==> src/sv/ttg_pkg.sv <==
// ----------------------------------------------------------------------------
// ttg_pkg: shared types and constants for the tap tempo gate generator
// Payload structs, command/mode/register codes and counter sizing.
// ----------------------------------------------------------------------------
package ttg_pkg;

  // counter width of phase, period, low point and tap interval
  localparam int unsigned CW = 32;
  localparam logic [CW-1:0] CNT_LIMIT = {CW{1'b1}};

  localparam int unsigned LED_W   = 16;
  localparam int unsigned SPEED_W = 12;
  localparam int unsigned CFG_W   = 16;
  localparam int unsigned CFG_IDX_W = 2;

  // knob scale: period * delta / 2048, split at bit 11
  localparam int unsigned KNOB_SHIFT = 11;
  localparam int unsigned HI_W   = CW - KNOB_SHIFT;
  localparam int unsigned MUL_AW = (HI_W > KNOB_SHIFT) ? HI_W : KNOB_SHIFT;
  localparam int unsigned PROD_W = MUL_AW + SPEED_W;
  localparam int unsigned MAG_W  = CW + 2;

  localparam logic [1:0] CMD_TICK  = 2'd0;
  localparam logic [1:0] CMD_TAP   = 2'd1;
  localparam logic [1:0] CMD_SPEED = 2'd2;
  localparam logic [1:0] CMD_MODE  = 2'd3;

  localparam logic [1:0] MODE_OFF  = 2'd0;
  localparam logic [1:0] MODE_UP   = 2'd1;
  localparam logic [1:0] MODE_DOWN = 2'd2;
  localparam logic [1:0] MODE_RSVD = 2'd3;  // no meaning, ignored

  localparam logic [CFG_IDX_W-1:0] REG_TAP_THRESHOLD  = 2'd0;
  localparam logic [CFG_IDX_W-1:0] REG_SPEED_DEADBAND = 2'd1;
  localparam logic [CFG_IDX_W-1:0] REG_LED_TOP        = 2'd2;

  typedef struct packed {
    logic [1:0]         command;
    logic               tap_level;
    logic [SPEED_W-1:0] speed_value;
    logic [1:0]         mode_value;
  } in_item_t;

  typedef struct packed {
    logic             gate_out;
    logic [LED_W-1:0] led_level;
  } out_item_t;

endpackage

==> src/sv/tap_tempo_gate_generator_top.sv <==
// ----------------------------------------------------------------------------
// tap_tempo_gate_generator_top: tap tempo gate and LED level generator
// Sequenced datapath around one shared add/compare unit and one multiplier.
// ----------------------------------------------------------------------------
// Order: tap, mode and quiet ticks load the result; a knob rescale first runs
//   MUL_HI, MUL_LO, SUM, APPLY; a ramp tick first divides out 16 quotient bits.
// Throughput: one item at a time; the next item is taken the cycle after the
//   result is loaded into the output register, which holds it until taken.
// Reset (rst_ni low, async): registers to their defaults, period half scale,
//   gate low, mode off, output register empty.
module tap_tempo_gate_generator_top
  import ttg_pkg::*;
(
  input  logic                 clk_i,
  input  logic                 rst_ni,
  // configuration write port
  input  logic                 cfg_we_i,
  input  logic [CFG_IDX_W-1:0] cfg_idx_i,
  input  logic [CFG_W-1:0]     cfg_data_i,
  // input items
  input  logic                 in_valid_i,
  output logic                 in_stall_o,
  input  in_item_t             in_item_i,
  // result items
  output logic                 out_valid_o,
  input  logic                 out_stall_i,
  output out_item_t            out_item_o
);

  // Sequencer states, one-hot
  typedef enum logic [6:0] {
    ST_IDLE   = 7'b0000001,
    ST_DIV    = 7'b0000010,  // LED level divide, shift+add per quotient bit
    ST_MUL_HI = 7'b0000100,  // (period >> 11) * delta
    ST_MUL_LO = 7'b0001000,  // (period & 2047) * delta
    ST_SUM    = 7'b0010000,  // magnitude of the period change
    ST_APPLY  = 7'b0100000,  // grow/shrink, saturate, clamp
    ST_FINISH = 7'b1000000   // load the output register
  } state_e;

  state_e state_q, state_d;

  // configuration
  logic [15:0]        tap_thr_q, tap_thr_d;
  logic [SPEED_W-1:0] deadband_q, deadband_d;
  logic [LED_W-1:0]   led_top_q, led_top_d;

  // architectural state
  logic [CW-1:0]      phase_q, phase_d;
  logic [CW-1:0]      period_q, period_d;
  logic [CW-1:0]      low_pt_q, low_pt_d;
  logic [CW-1:0]      since_q, since_d;
  logic               gate_q, gate_d;
  logic [1:0]         mode_q, mode_d;
  logic [SPEED_W-1:0] last_spd_q, last_spd_d;
  logic [LED_W-1:0]   led_q, led_d;

  // divider working set
  logic [CW-1:0]      div_r_q, div_r_d;
  logic [CW:0]        div_c_q, div_c_d;
  logic [CW-1:0]      div_b_q, div_b_d;
  logic [LED_W-1:0]   quo_q, quo_d;
  logic [3:0]         bit_q, bit_d;
  logic               sub_q, sub_d;

  // knob working set
  logic [SPEED_W-1:0] kdelta_q, kdelta_d;
  logic               kgrow_q, kgrow_d;
  logic [SPEED_W-1:0] kspd_q, kspd_d;
  logic [MAG_W-1:0]   mag_q, mag_d;
  logic [SPEED_W-1:0] mag_lo_q, mag_lo_d;

  // output register
  logic               out_valid_q, out_valid_d;
  out_item_t          out_item_q, out_item_d;

  // shared divide unit
  logic [CW:0]        div_t;
  logic [CW+1:0]      div_diff;
  logic               div_ge;
  logic [CW-1:0]      div_r_nxt;

  // multiplier
  logic [MUL_AW-1:0]  mul_a;
  logic [PROD_W-1:0]  prod;

  // accept-time helpers
  logic               in_acc;
  logic [CW-1:0]      phase_inc;
  logic [SPEED_W-1:0] spd_delta;
  logic               spd_grow;
  logic [CW+2:0]      grow_sum;
  logic [CW-1:0]      np;

  assign in_acc     = in_valid_i && (state_q == ST_IDLE);
  assign in_stall_o = (state_q != ST_IDLE);
  assign out_valid_o = out_valid_q;
  assign out_item_o  = out_item_q;

  // restoring step: sub 0 shifts the remainder, sub 1 adds b when the
  // dividend bit is set; both then subtract c once if it fits
  always_comb begin
    if (sub_q) begin
      div_t = {1'b0, div_r_q} + (led_top_q[bit_q] ? {1'b0, div_b_q} : '0);
    end else begin
      div_t = {div_r_q, 1'b0};
    end
    div_diff  = {1'b0, div_t} - {1'b0, div_c_q};
    div_ge    = !div_diff[CW+1];
    div_r_nxt = div_ge ? div_diff[CW-1:0] : div_t[CW-1:0];
  end

  // one multiplier, high or low slice of the period against the knob delta
  always_comb begin
    if (state_q == ST_MUL_HI) begin
      mul_a = MUL_AW'(period_q[CW-1:KNOB_SHIFT]);
    end else begin
      mul_a = MUL_AW'(period_q[KNOB_SHIFT-1:0]);
    end
    prod = PROD_W'(mul_a) * PROD_W'(kdelta_q);
  end

  assign phase_inc = phase_q + 1'b1;
  assign spd_grow  = last_spd_q > in_item_i.speed_value;
  assign spd_delta = spd_grow ? (last_spd_q - in_item_i.speed_value)
                              : (in_item_i.speed_value - last_spd_q);

  // new period after a knob move
  always_comb begin
    grow_sum = (CW+3)'(period_q) + (CW+3)'(mag_q);
    if (kgrow_q) begin
      np = (grow_sum > (CW+3)'(CNT_LIMIT)) ? CNT_LIMIT : grow_sum[CW-1:0];
    end else if (mag_q >= MAG_W'(period_q)) begin
      np = '0;
    end else begin
      np = period_q - mag_q[CW-1:0];
    end
    if (np == '0) begin
      np = CW'(1);
    end
  end

  always_comb begin
    state_d     = state_q;
    tap_thr_d   = tap_thr_q;
    deadband_d  = deadband_q;
    led_top_d   = led_top_q;
    phase_d     = phase_q;
    period_d    = period_q;
    low_pt_d    = low_pt_q;
    since_d     = since_q;
    gate_d      = gate_q;
    mode_d      = mode_q;
    last_spd_d  = last_spd_q;
    led_d       = led_q;
    div_r_d     = div_r_q;
    div_c_d     = div_c_q;
    div_b_d     = div_b_q;
    quo_d       = quo_q;
    bit_d       = bit_q;
    sub_d       = sub_q;
    kdelta_d    = kdelta_q;
    kgrow_d     = kgrow_q;
    kspd_d      = kspd_q;
    mag_d       = mag_q;
    mag_lo_d    = mag_lo_q;
    out_valid_d = out_valid_q && out_stall_i;
    out_item_d  = out_item_q;

    // config writes must only arrive while idle; the block does not enforce it
    if (cfg_we_i) begin
      case (cfg_idx_i)
        REG_TAP_THRESHOLD:  tap_thr_d  = cfg_data_i;
        REG_SPEED_DEADBAND: deadband_d = cfg_data_i[SPEED_W-1:0];
        REG_LED_TOP:        led_top_d  = cfg_data_i;
        default: ;
      endcase
    end

    case (state_q)
      ST_IDLE: begin
        if (in_acc) begin
          state_d = ST_FINISH;
          case (in_item_i.command)
            CMD_TICK: begin
              if (since_q != CNT_LIMIT) begin
                since_d = since_q + 1'b1;
              end
              if (mode_q == MODE_OFF) begin
                phase_d = '0;
              end else if (phase_inc >= period_q) begin
                gate_d  = 1'b1;
                led_d   = led_top_q;
                phase_d = '0;
              end else if (phase_inc >= low_pt_q && gate_q) begin
                gate_d  = 1'b0;
                led_d   = '0;
                phase_d = phase_inc;
              end else begin
                // LED ramp: full scale * b / (period + 1)
                phase_d = phase_inc;
                div_b_d = (mode_q == MODE_UP) ? (period_q - phase_inc) : phase_inc;
                div_c_d = {1'b0, period_q} + 1'b1;
                div_r_d = '0;
                quo_d   = '0;
                bit_d   = 4'd15;
                sub_d   = 1'b0;
                state_d = ST_DIV;
              end
            end
            CMD_TAP: begin
              if (since_q < CW'(tap_thr_q)) begin
                // too early, ignored
              end else if (since_q != CNT_LIMIT) begin
                if (in_item_i.tap_level) begin
                  gate_d   = 1'b1;
                  led_d    = led_top_q;
                  period_d = since_q;
                  low_pt_d = since_q >> 1;
                  phase_d  = '0;
                  since_d  = '0;
                end else begin
                  gate_d = 1'b0;
                  led_d  = '0;
                end
              end else if (in_item_i.tap_level) begin
                // saturated interval: only restart measuring
                since_d = '0;
              end
            end
            CMD_SPEED: begin
              if (spd_delta > deadband_q) begin
                kdelta_d = spd_delta;
                kgrow_d  = spd_grow;
                kspd_d   = in_item_i.speed_value;
                state_d  = ST_MUL_HI;
              end
            end
            CMD_MODE: begin
              if (in_item_i.mode_value != MODE_RSVD) begin
                if (in_item_i.mode_value != mode_q && in_item_i.mode_value == MODE_OFF) begin
                  phase_d = '0;
                  gate_d  = 1'b0;
                  led_d   = '0;
                end
                mode_d = in_item_i.mode_value;
              end
            end
            default: ;
          endcase
        end
      end
      ST_DIV: begin
        div_r_d = div_r_nxt;
        sub_d   = !sub_q;
        if (sub_q) begin
          quo_d = quo_q + LED_W'(div_ge);
          if (bit_q == 4'd0) begin
            led_d   = quo_q + LED_W'(div_ge);
            state_d = ST_FINISH;
          end else begin
            bit_d = bit_q - 1'b1;
          end
        end else begin
          quo_d = {quo_q[LED_W-2:0], div_ge};
        end
      end
      ST_MUL_HI: begin
        mag_d   = MAG_W'(prod);
        state_d = ST_MUL_LO;
      end
      ST_MUL_LO: begin
        mag_lo_d = prod[KNOB_SHIFT+SPEED_W-1:KNOB_SHIFT];
        state_d  = ST_SUM;
      end
      ST_SUM: begin
        mag_d   = mag_q + MAG_W'(mag_lo_q);
        state_d = ST_APPLY;
      end
      ST_APPLY: begin
        period_d   = np;
        low_pt_d   = np >> 1;
        last_spd_d = kspd_q;
        state_d    = ST_FINISH;
      end
      ST_FINISH: begin
        if (!out_valid_q || !out_stall_i) begin
          out_valid_d          = 1'b1;
          out_item_d.gate_out  = gate_q;
          out_item_d.led_level = led_q;
          state_d              = ST_IDLE;
        end
      end
      default: state_d = ST_IDLE;
    endcase
  end

  always_ff @(posedge clk_i or negedge rst_ni) begin
    if (!rst_ni) begin
      state_q     <= ST_IDLE;
      tap_thr_q   <= 16'd256;
      deadband_q  <= SPEED_W'(16);
      led_top_q   <= LED_W'(4095);
      phase_q     <= '0;
      period_q    <= CNT_LIMIT >> 1;
      low_pt_q    <= CNT_LIMIT >> 2;
      since_q     <= '0;
      gate_q      <= 1'b0;
      mode_q      <= MODE_OFF;
      last_spd_q  <= SPEED_W'(4095);
      led_q       <= '0;
      bit_q       <= '0;
      sub_q       <= 1'b0;
      out_valid_q <= 1'b0;
    end else begin
      state_q     <= state_d;
      tap_thr_q   <= tap_thr_d;
      deadband_q  <= deadband_d;
      led_top_q   <= led_top_d;
      phase_q     <= phase_d;
      period_q    <= period_d;
      low_pt_q    <= low_pt_d;
      since_q     <= since_d;
      gate_q      <= gate_d;
      mode_q      <= mode_d;
      last_spd_q  <= last_spd_d;
      led_q       <= led_d;
      bit_q       <= bit_d;
      sub_q       <= sub_d;
      out_valid_q <= out_valid_d;
    end
  end

  // datapath, no reset
  always_ff @(posedge clk_i) begin
    div_r_q    <= div_r_d;
    div_c_q    <= div_c_d;
    div_b_q    <= div_b_d;
    quo_q      <= quo_d;
    kdelta_q   <= kdelta_d;
    kgrow_q    <= kgrow_d;
    kspd_q     <= kspd_d;
    mag_q      <= mag_d;
    mag_lo_q   <= mag_lo_d;
    out_item_q <= out_item_d;
  end

endmodule

==> config.mk <==
export PLATFORM = sky130hd
export DESIGN_NAME = tap_tempo_gate_generator_top
export DESIGN_NICKNAME = d
export VERILOG_FILES = /design/src/sv/ttg_pkg.sv /design/src/sv/tap_tempo_gate_generator_top.sv
export SDC_FILE = /design/constraint.sdc
export NUM_CORES = 2
export LEC_CHECK = 0
export BUFFER_PORTS_ARGS = -buffer_cell sky130_fd_sc_hd__clkbuf_2
export CAP_MARGIN = 15
export CORE_AREA = 3 3 404 246
export DETAILED_ROUTE_END_ITERATION = 6
export DIE_AREA = 0 0 407 249
export PLACE_DENSITY = 0.63
export RECOVER_POWER = 100
export SYNTH_ARGS = -nofsm -noshare
export SYNTH_HDL_FRONTEND = slang
export SYNTH_SLANG_ARGS = --single-unit
==> constraint.sdc <==
create_clock -name clk_i -period 14.2 [get_ports clk_i]
set_clock_uncertainty 0.15 [all_clocks]
set_input_delay 2.84 -clock clk_i [delete_from_list [all_inputs] [get_ports clk_i]]
set_output_delay 2.84 -clock clk_i [all_outputs]
set_load 0.02 [all_outputs]
# Yosys cells after proc, flatten, opt, wreduce, memory -nomap -nowiden
# Index checks and enable logic that the tools add are counted.
# classes
shift,0
n_eq_ne,45
reduce_logical,35
mux,97
bitwise,3
order_cmp,8
div,0
mul,1
addsub,13
# ops
operator,count
$mux W32,31
$mux W16,17
$pmux W32 S2,4
$pmux W32 S3,1
$pmux W34 S2,1
$add A32 B1 Y32 const B,2
$ge A32 B32 Y1,2
$pmux W16 S2,2
$sub A32 B32 Y32,2
$mux W7,8
$pmux W7 S7,1
$pmux W16 S3,1
$ne A2 B2 Y1 const B,18
$add A32 B34 Y35,1
$gt A35 B32 Y1 const B,1
$add A34 B12 Y34,1
$ge A34 B32 Y1,1
$sub A33 B33 Y34,1
$add A32 B1 Y33 const B,1
$add A32 B32 Y33,1
$mul A21 B12 Y33,1
$mux W33,1
$logic_not A32 Y1,1
$lt A32 B16 Y1,1
other kinds (44),101
# totals
input_bits,40
latch_bits,0
output_inout_bits,19
register_bits,417
mem_bits_ro,0
mem_bits_rw,0
n_memories,0
elab_cells,228

# Longest topological paths before layout
# depth
word_depth,11
ltp_mapped,37
depth_no_buf,33

# Least setup slack after synthesis
# Ideal clock, no wire load.
# synth_timing
path_type,input to register
start,in in_item_i[2] (netlist bit)
end,reg kdelta_q[0] (enable)
n_path_buf,1
setup_ps,407
stages,24
setup_slack_ps,5405
arrival_time_ps,8238
cell_sequence,ha_1 -> inv_1 -> fa_1 -> a21o_1 -> a21oi_1 -> o21ai_0 -> nor3b_1 -> o21ai_1 -> buf_2 -> mux2_2 -> o22ai_1 -> nor2_1 -> a21boi_0 -> o21ai_0 -> xor2_1 -> ha_1 -> nand4_1 -> nor2_1 -> a21oi_1 -> nand2_1 -> a21o_1 -> a21oi_1 -> or4b_2 -> nor2_1
# synth_between
elab_chain_cells,4
elab_cells_between_ends,6
# synth_lines
element,line_no,text
from (decl),tap_tempo_gate_generator_top.sv:23,"input in_item_t in_item_i,"
"$sub A12 B12 Y12, or another cell as far along",tap_tempo_gate_generator_top.sv:126,: (in_item_i.speed_value - last_spd_q);
$mux W12 *,tap_tempo_gate_generator_top.sv:125,assign spd_delta = spd_grow ? (last_spd_q - in_item_i.speed_value)
net spd_delta[9],tap_tempo_gate_generator_top.sv:90,logic [SPEED_W-1:0] spd_delta;
$gt A12 B12 Y1 *,tap_tempo_gate_generator_top.sv:232,if (spd_delta > deadband_q) begin
$reduce_and A4 Y1 (no source line) *,n/a,
to (signal assigned),tap_tempo_gate_generator_top.sv:340,kdelta_q <= kdelta_d;
to (decl),tap_tempo_gate_generator_top.sv:67,"logic [SPEED_W-1:0] kdelta_q, kdelta_d;"
# The timed path passes the listed nets; every way through them passes the cells marked *.
# A chain may end at the register's enable or synchronous reset.

# Worst setup path in the final report
# layout_timing
start,reg bit_q[0]
end,reg led_q[14]
# layout_between
elab_chain_cells,11
elab_cells_between_ends,14
# layout_lines
element,line_no,text
from (decl),tap_tempo_gate_generator_top.sv:63,"logic [3:0] bit_q, bit_d;"
from (signal assigned),tap_tempo_gate_generator_top.sv:328,bit_q <= bit_d;
$bmux W1 S4,tap_tempo_gate_generator_top.sv:104,"div_t = {1'b0, div_r_q} + (led_top_q[bit_q] ? {1'b0, div_b_q} : '0);"
$mux W1 (not written as such),tap_tempo_gate_generator_top.sv:104,
$mux W32,tap_tempo_gate_generator_top.sv:104,
$add A32 B32 Y33,tap_tempo_gate_generator_top.sv:104,
$mux W33,tap_tempo_gate_generator_top.sv:103,if (sub_q) begin
$sub A33 B33 Y34,tap_tempo_gate_generator_top.sv:108,"div_diff = {1'b0, div_t} - {1'b0, div_c_q};"
$logic_not A1 Y1,tap_tempo_gate_generator_top.sv:109,div_ge = !div_diff[CW+1];
$add A16 B1 Y16,tap_tempo_gate_generator_top.sv:259,led_d = quo_q + LED_W'(div_ge);
$mux W16,tap_tempo_gate_generator_top.sv:258,if (bit_q == 4'd0) begin
$mux W16,tap_tempo_gate_generator_top.sv:256,if (sub_q) begin
$pmux W16 S2,tap_tempo_gate_generator_top.sv:180,case (state_q)
to (signal assigned),tap_tempo_gate_generator_top.sv:327,led_q <= led_d;
to (decl),tap_tempo_gate_generator_top.sv:56,"logic [LED_W-1:0] led_q, led_d;"
# Parallel ways exist; a longest one is shown, timed or not. The select of a mux whose other input is x is not followed.

==> results.tsv <==
stage	metric	value	unit
detailed_routing	vias	32643	
timing	finalCritPeriodShare	80.9	%
timing	drv_slew	632	
critical_path	cp_data_arrival_time	11.81	ns
critical_path	r2r-end	led_q[14]	
clock_network	cts_made_buffers	42	
synthesis	synthesis.area	38400	um^2
global_route	grt_pass1_vias	30160	
detailed_routing	vias_per_cell	5.79	
min_path	whs_endpoint	out_item_o[9]	
clock_network	cts_resized	0	
min_path	hold_path.class	flip-flop to flip-flop	
timing	finalHoldViolCount	0	
synthesis	synth_warnings	0	
critical_path	crit_path_max_fanout	42	
timing	relSlewSlack	-167	%
clock_network	clkTransAtPathRegs	0.06	ns
critical_path	cp_common_cell	ha_1	
clock_network	cts.path.max_buffers	3	
layout	final_cell_area	41300	um^2
detailed_routing	wire_per_inst	23.0	um
die	dieHeight	249	um
critical_path	r2r-start	bit_q[0]	
synthesis	syn_avg_cell_area	8.84	um^2
clock_network	cts.sinks	385	
timing	holdWs	0.298	ns
timing	fin_setup_tns	0	ns
timing	fin_crit	11.48	ns
critical_path	critPathSlowestCell	clkbuf_1	
critical_path	r2r_setup_slack	2.72	ns
layout	drive_gt1_share	6.99	%
synthesis	ys_ff_latch	385	
job	cap_violations	14	
critical_path	crit_type	flip-flop to flip-flop	
die	coreArea	95900	um^2
placed_design	portBuffers	58	
min_path	hold_start	led_q[9]	
detailed_routing	ant_nets	0	
power	peakVddDrop	0.0000975	V
min_path	holdPathStages	0	
critical_path	end_kind	flip-flop	
critical_path	r2r_cells	32	
die	dieWidth	407	um
timing	grt_setup_unrepaired	no	
clock_network	cts-root-buf	clkbuf_16	
detailed_routing	dr.pass1.iters	7	
synthesis	synth_ff_type	edfxtp_1	
placed_design	postPlaceCellArea	40000	um^2
global_route	antenna_found_initial	3	
global_route	grt_max_degree	84	
placed_design	dpl.hpwl	101	mm
synthesis	synthArstFlopShare	47.8	%
critical_path	cp-start-kind	flip-flop	
layout	syn2layout_area_growth	7.52	%
layout	layout.nets	4899	
die	dieArea	101000	um^2
timing	worst_pin_slew	4.00	ns
placed_design	placedCellCount	5558	
global_route	grt_pass1_wl	195	mm
placed_design	place_ws	4.40	ns
clock_network	clk_latency	0.59	ns
die	start_util	40.0	%
clock_network	post_cts_buffers	0	
run_status	outcome	finished, violations left	
run_status	violations	DRC, capacitance limit, slew limit	
synthesis	synth-seq-area-share	27.9	%
die	ios	59	
detailed_routing	first_iter_violations	3824	
global_route	grt_overflow_total	0	
synthesis	yosysUniqueCellTypes	96	
clock_network	cts_max_level	2	
global_route	grt_usage	25.1	%
die	rows	88	
synthesis	synth_edf_count	201	
timing	setup_viol	0	
timing	fmax	0.0871	GHz
power	p_leak	17.9	nW
synthesis	netlist_instances	4339	
power	power.density	117	nW/um^2
synthesis	syn_nets	4939	
layout	final_cells	5640	
placed_design	globalplace.congestion	0.997	
clock_network	holdBufCountCts	0	
critical_path	critPathMaxStageDelay	1.84	ns
detailed_routing	routed_wl	129	mm
timing	final.setup.worst_slack	2.72	ns
clock_network	cts_tree	built	
detailed_routing	drc	1	
critical_path	required	14.53	ns
[critical path, delay by kind of cell (launching register included)]
family,cells,cell delay [ns]
compound gates,12,3.41
mux,4,1.98
buf+inv,1,1.84
fa+ha+maj,5,1.82
simple gates,8,1.33
flops,1,0.53
xor+xnor,2,0.27
[sequential cells by signal, indices dropped and copies added (netlist names), 2 cells and up]
signal	cells
phase_q	32
div_b_q	32
deadband_q	12
mag_lo_q	12
quo_q	16
kspd_q	12
div_r_q	32
tap_thr_q	16
div_c_q	33
kdelta_q	12
state_q	7
led_top_q	16
mode_q	2
out_item_o	17
mag_q	34
led_q	16
since_q	32
bit_q	4
last_spd_q	12
period_q	31
[synthesized netlist by cell type, types with 36 or more instances]
| master | n | area (um^2) |
|---|---|---|
| mux2i_1 | 42 | 420 |
| nand4_1 | 54 | 338 |
| and2_1 | 112 | 701 |
| o31ai_1 | 36 | 270 |
| clkbuf_1 | 150 | 563 |
| a21o_1 | 72 | 541 |
| ha_1 | 362 | 4530 |
| fa_1 | 198 | 3960 |
| xor2_1 | 82 | 718 |
| inv_1 | 471 | 1770 |
| a31oi_1 | 39 | 244 |
| a211oi_1 | 50 | 375 |
| dfstp_2 | 58 | 1520 |
| dfrtp_1 | 126 | 3150 |
| nand3_1 | 101 | 505 |
| nor2_1 | 286 | 1070 |
| mux2_2 | 71 | 800 |
| a21oi_1 | 279 | 1400 |
| nor3_1 | 65 | 325 |
| xnor2_1 | 182 | 1590 |
| nor2b_1 | 36 | 225 |
| and3_1 | 92 | 576 |
| nand2b_1 | 48 | 300 |
| edfxtp_1 | 201 | 6040 |
| o21ai_0 | 242 | 1210 |
| nand2_1 | 436 | 1640 |
[worst max-delay path by stage]
stage	start	endpoint	slack, ns
after floorplan	in_item_i[2]	kdelta_q[0]	5.40
after global placement	bit_q[0]	led_q[14]	4.45
after detailed placement	bit_q[0]	led_q[14]	4.40
after CTS	bit_q[0]	led_q[14]	4.32
after global routing	bit_q[0]	led_q[13]	1.76
final	bit_q[0]	led_q[14]	2.72
[metrics by stage]
step	util (%)	power, mW
final	43.0	4.84
after global routing	43.0	5.13
after CTS	43.2	4.81
after detailed placement	41.7	3.60
after global placement	41.7	3.58
after floorplan	-	3.00
[per-layer routing]
| metal | track usage (%) | share of wire, % |
|---|---|---|
| met5 | 1.66 | 0.19 |
| met4 | 3.53 | 1.6 |
| met3 | 10.6 | 15 |
| met2 | 29.7 | 34 |
| met1 | 41.0 | 49 |
[power breakdown]
part	internal (mW)	total [mW]	switching, mW
clock network	0.687	1.19	0.508
logic	0.844	2.17	1.33
registers	1.34	1.47	0.127
[cell families after synthesis]
| kind of cell | count (synthesis) | synth area share, % |
|---|---|---|
| multiplexers | 118 | 3.47 |
| flip-flops | 385 | 27.9 |
| adder cells (fa/ha/maj) | 560 | 22.1 |
| XOR/XNOR | 264 | 6.03 |
| buffers and inverters | 665 | 6.63 |
| AO/OA/AOI/OAI | 992 | 16.5 |
| AND/OR/NAND/NOR | 1355 | 17.3 |
[layout by cell type (no fill, tap or decap), drive strengths merged, types with 101 or more instances in the layout]
cell type,n
clkbuf,125
inv,471
o21ai,250
nand3,101
and2,112
ha,362
nand2,436
xnor2,182
fa,198
edfxtp,201
a21oi,282
nor2,287
dfrtp,126
[cell type report]
| class | instances | area (um^2) |
|---|---|---|
| Fill cell | 9491 | 54600 |
| Multi-Input combinational cell | 3289 | 25100 |
| Sequential cell | 385 | 10700 |
| Inverter | 474 | 1780 |
| Tap cell | 1305 | 1630 |
| Clock buffer | 51 | 1140 |
| Timing Repair Buffer | 107 | 552 |
| Clock inverter | 27 | 338 |
| Antenna cell | 2 | 5.00 |
No activity file was read; power rests on OpenSTA's default activity.
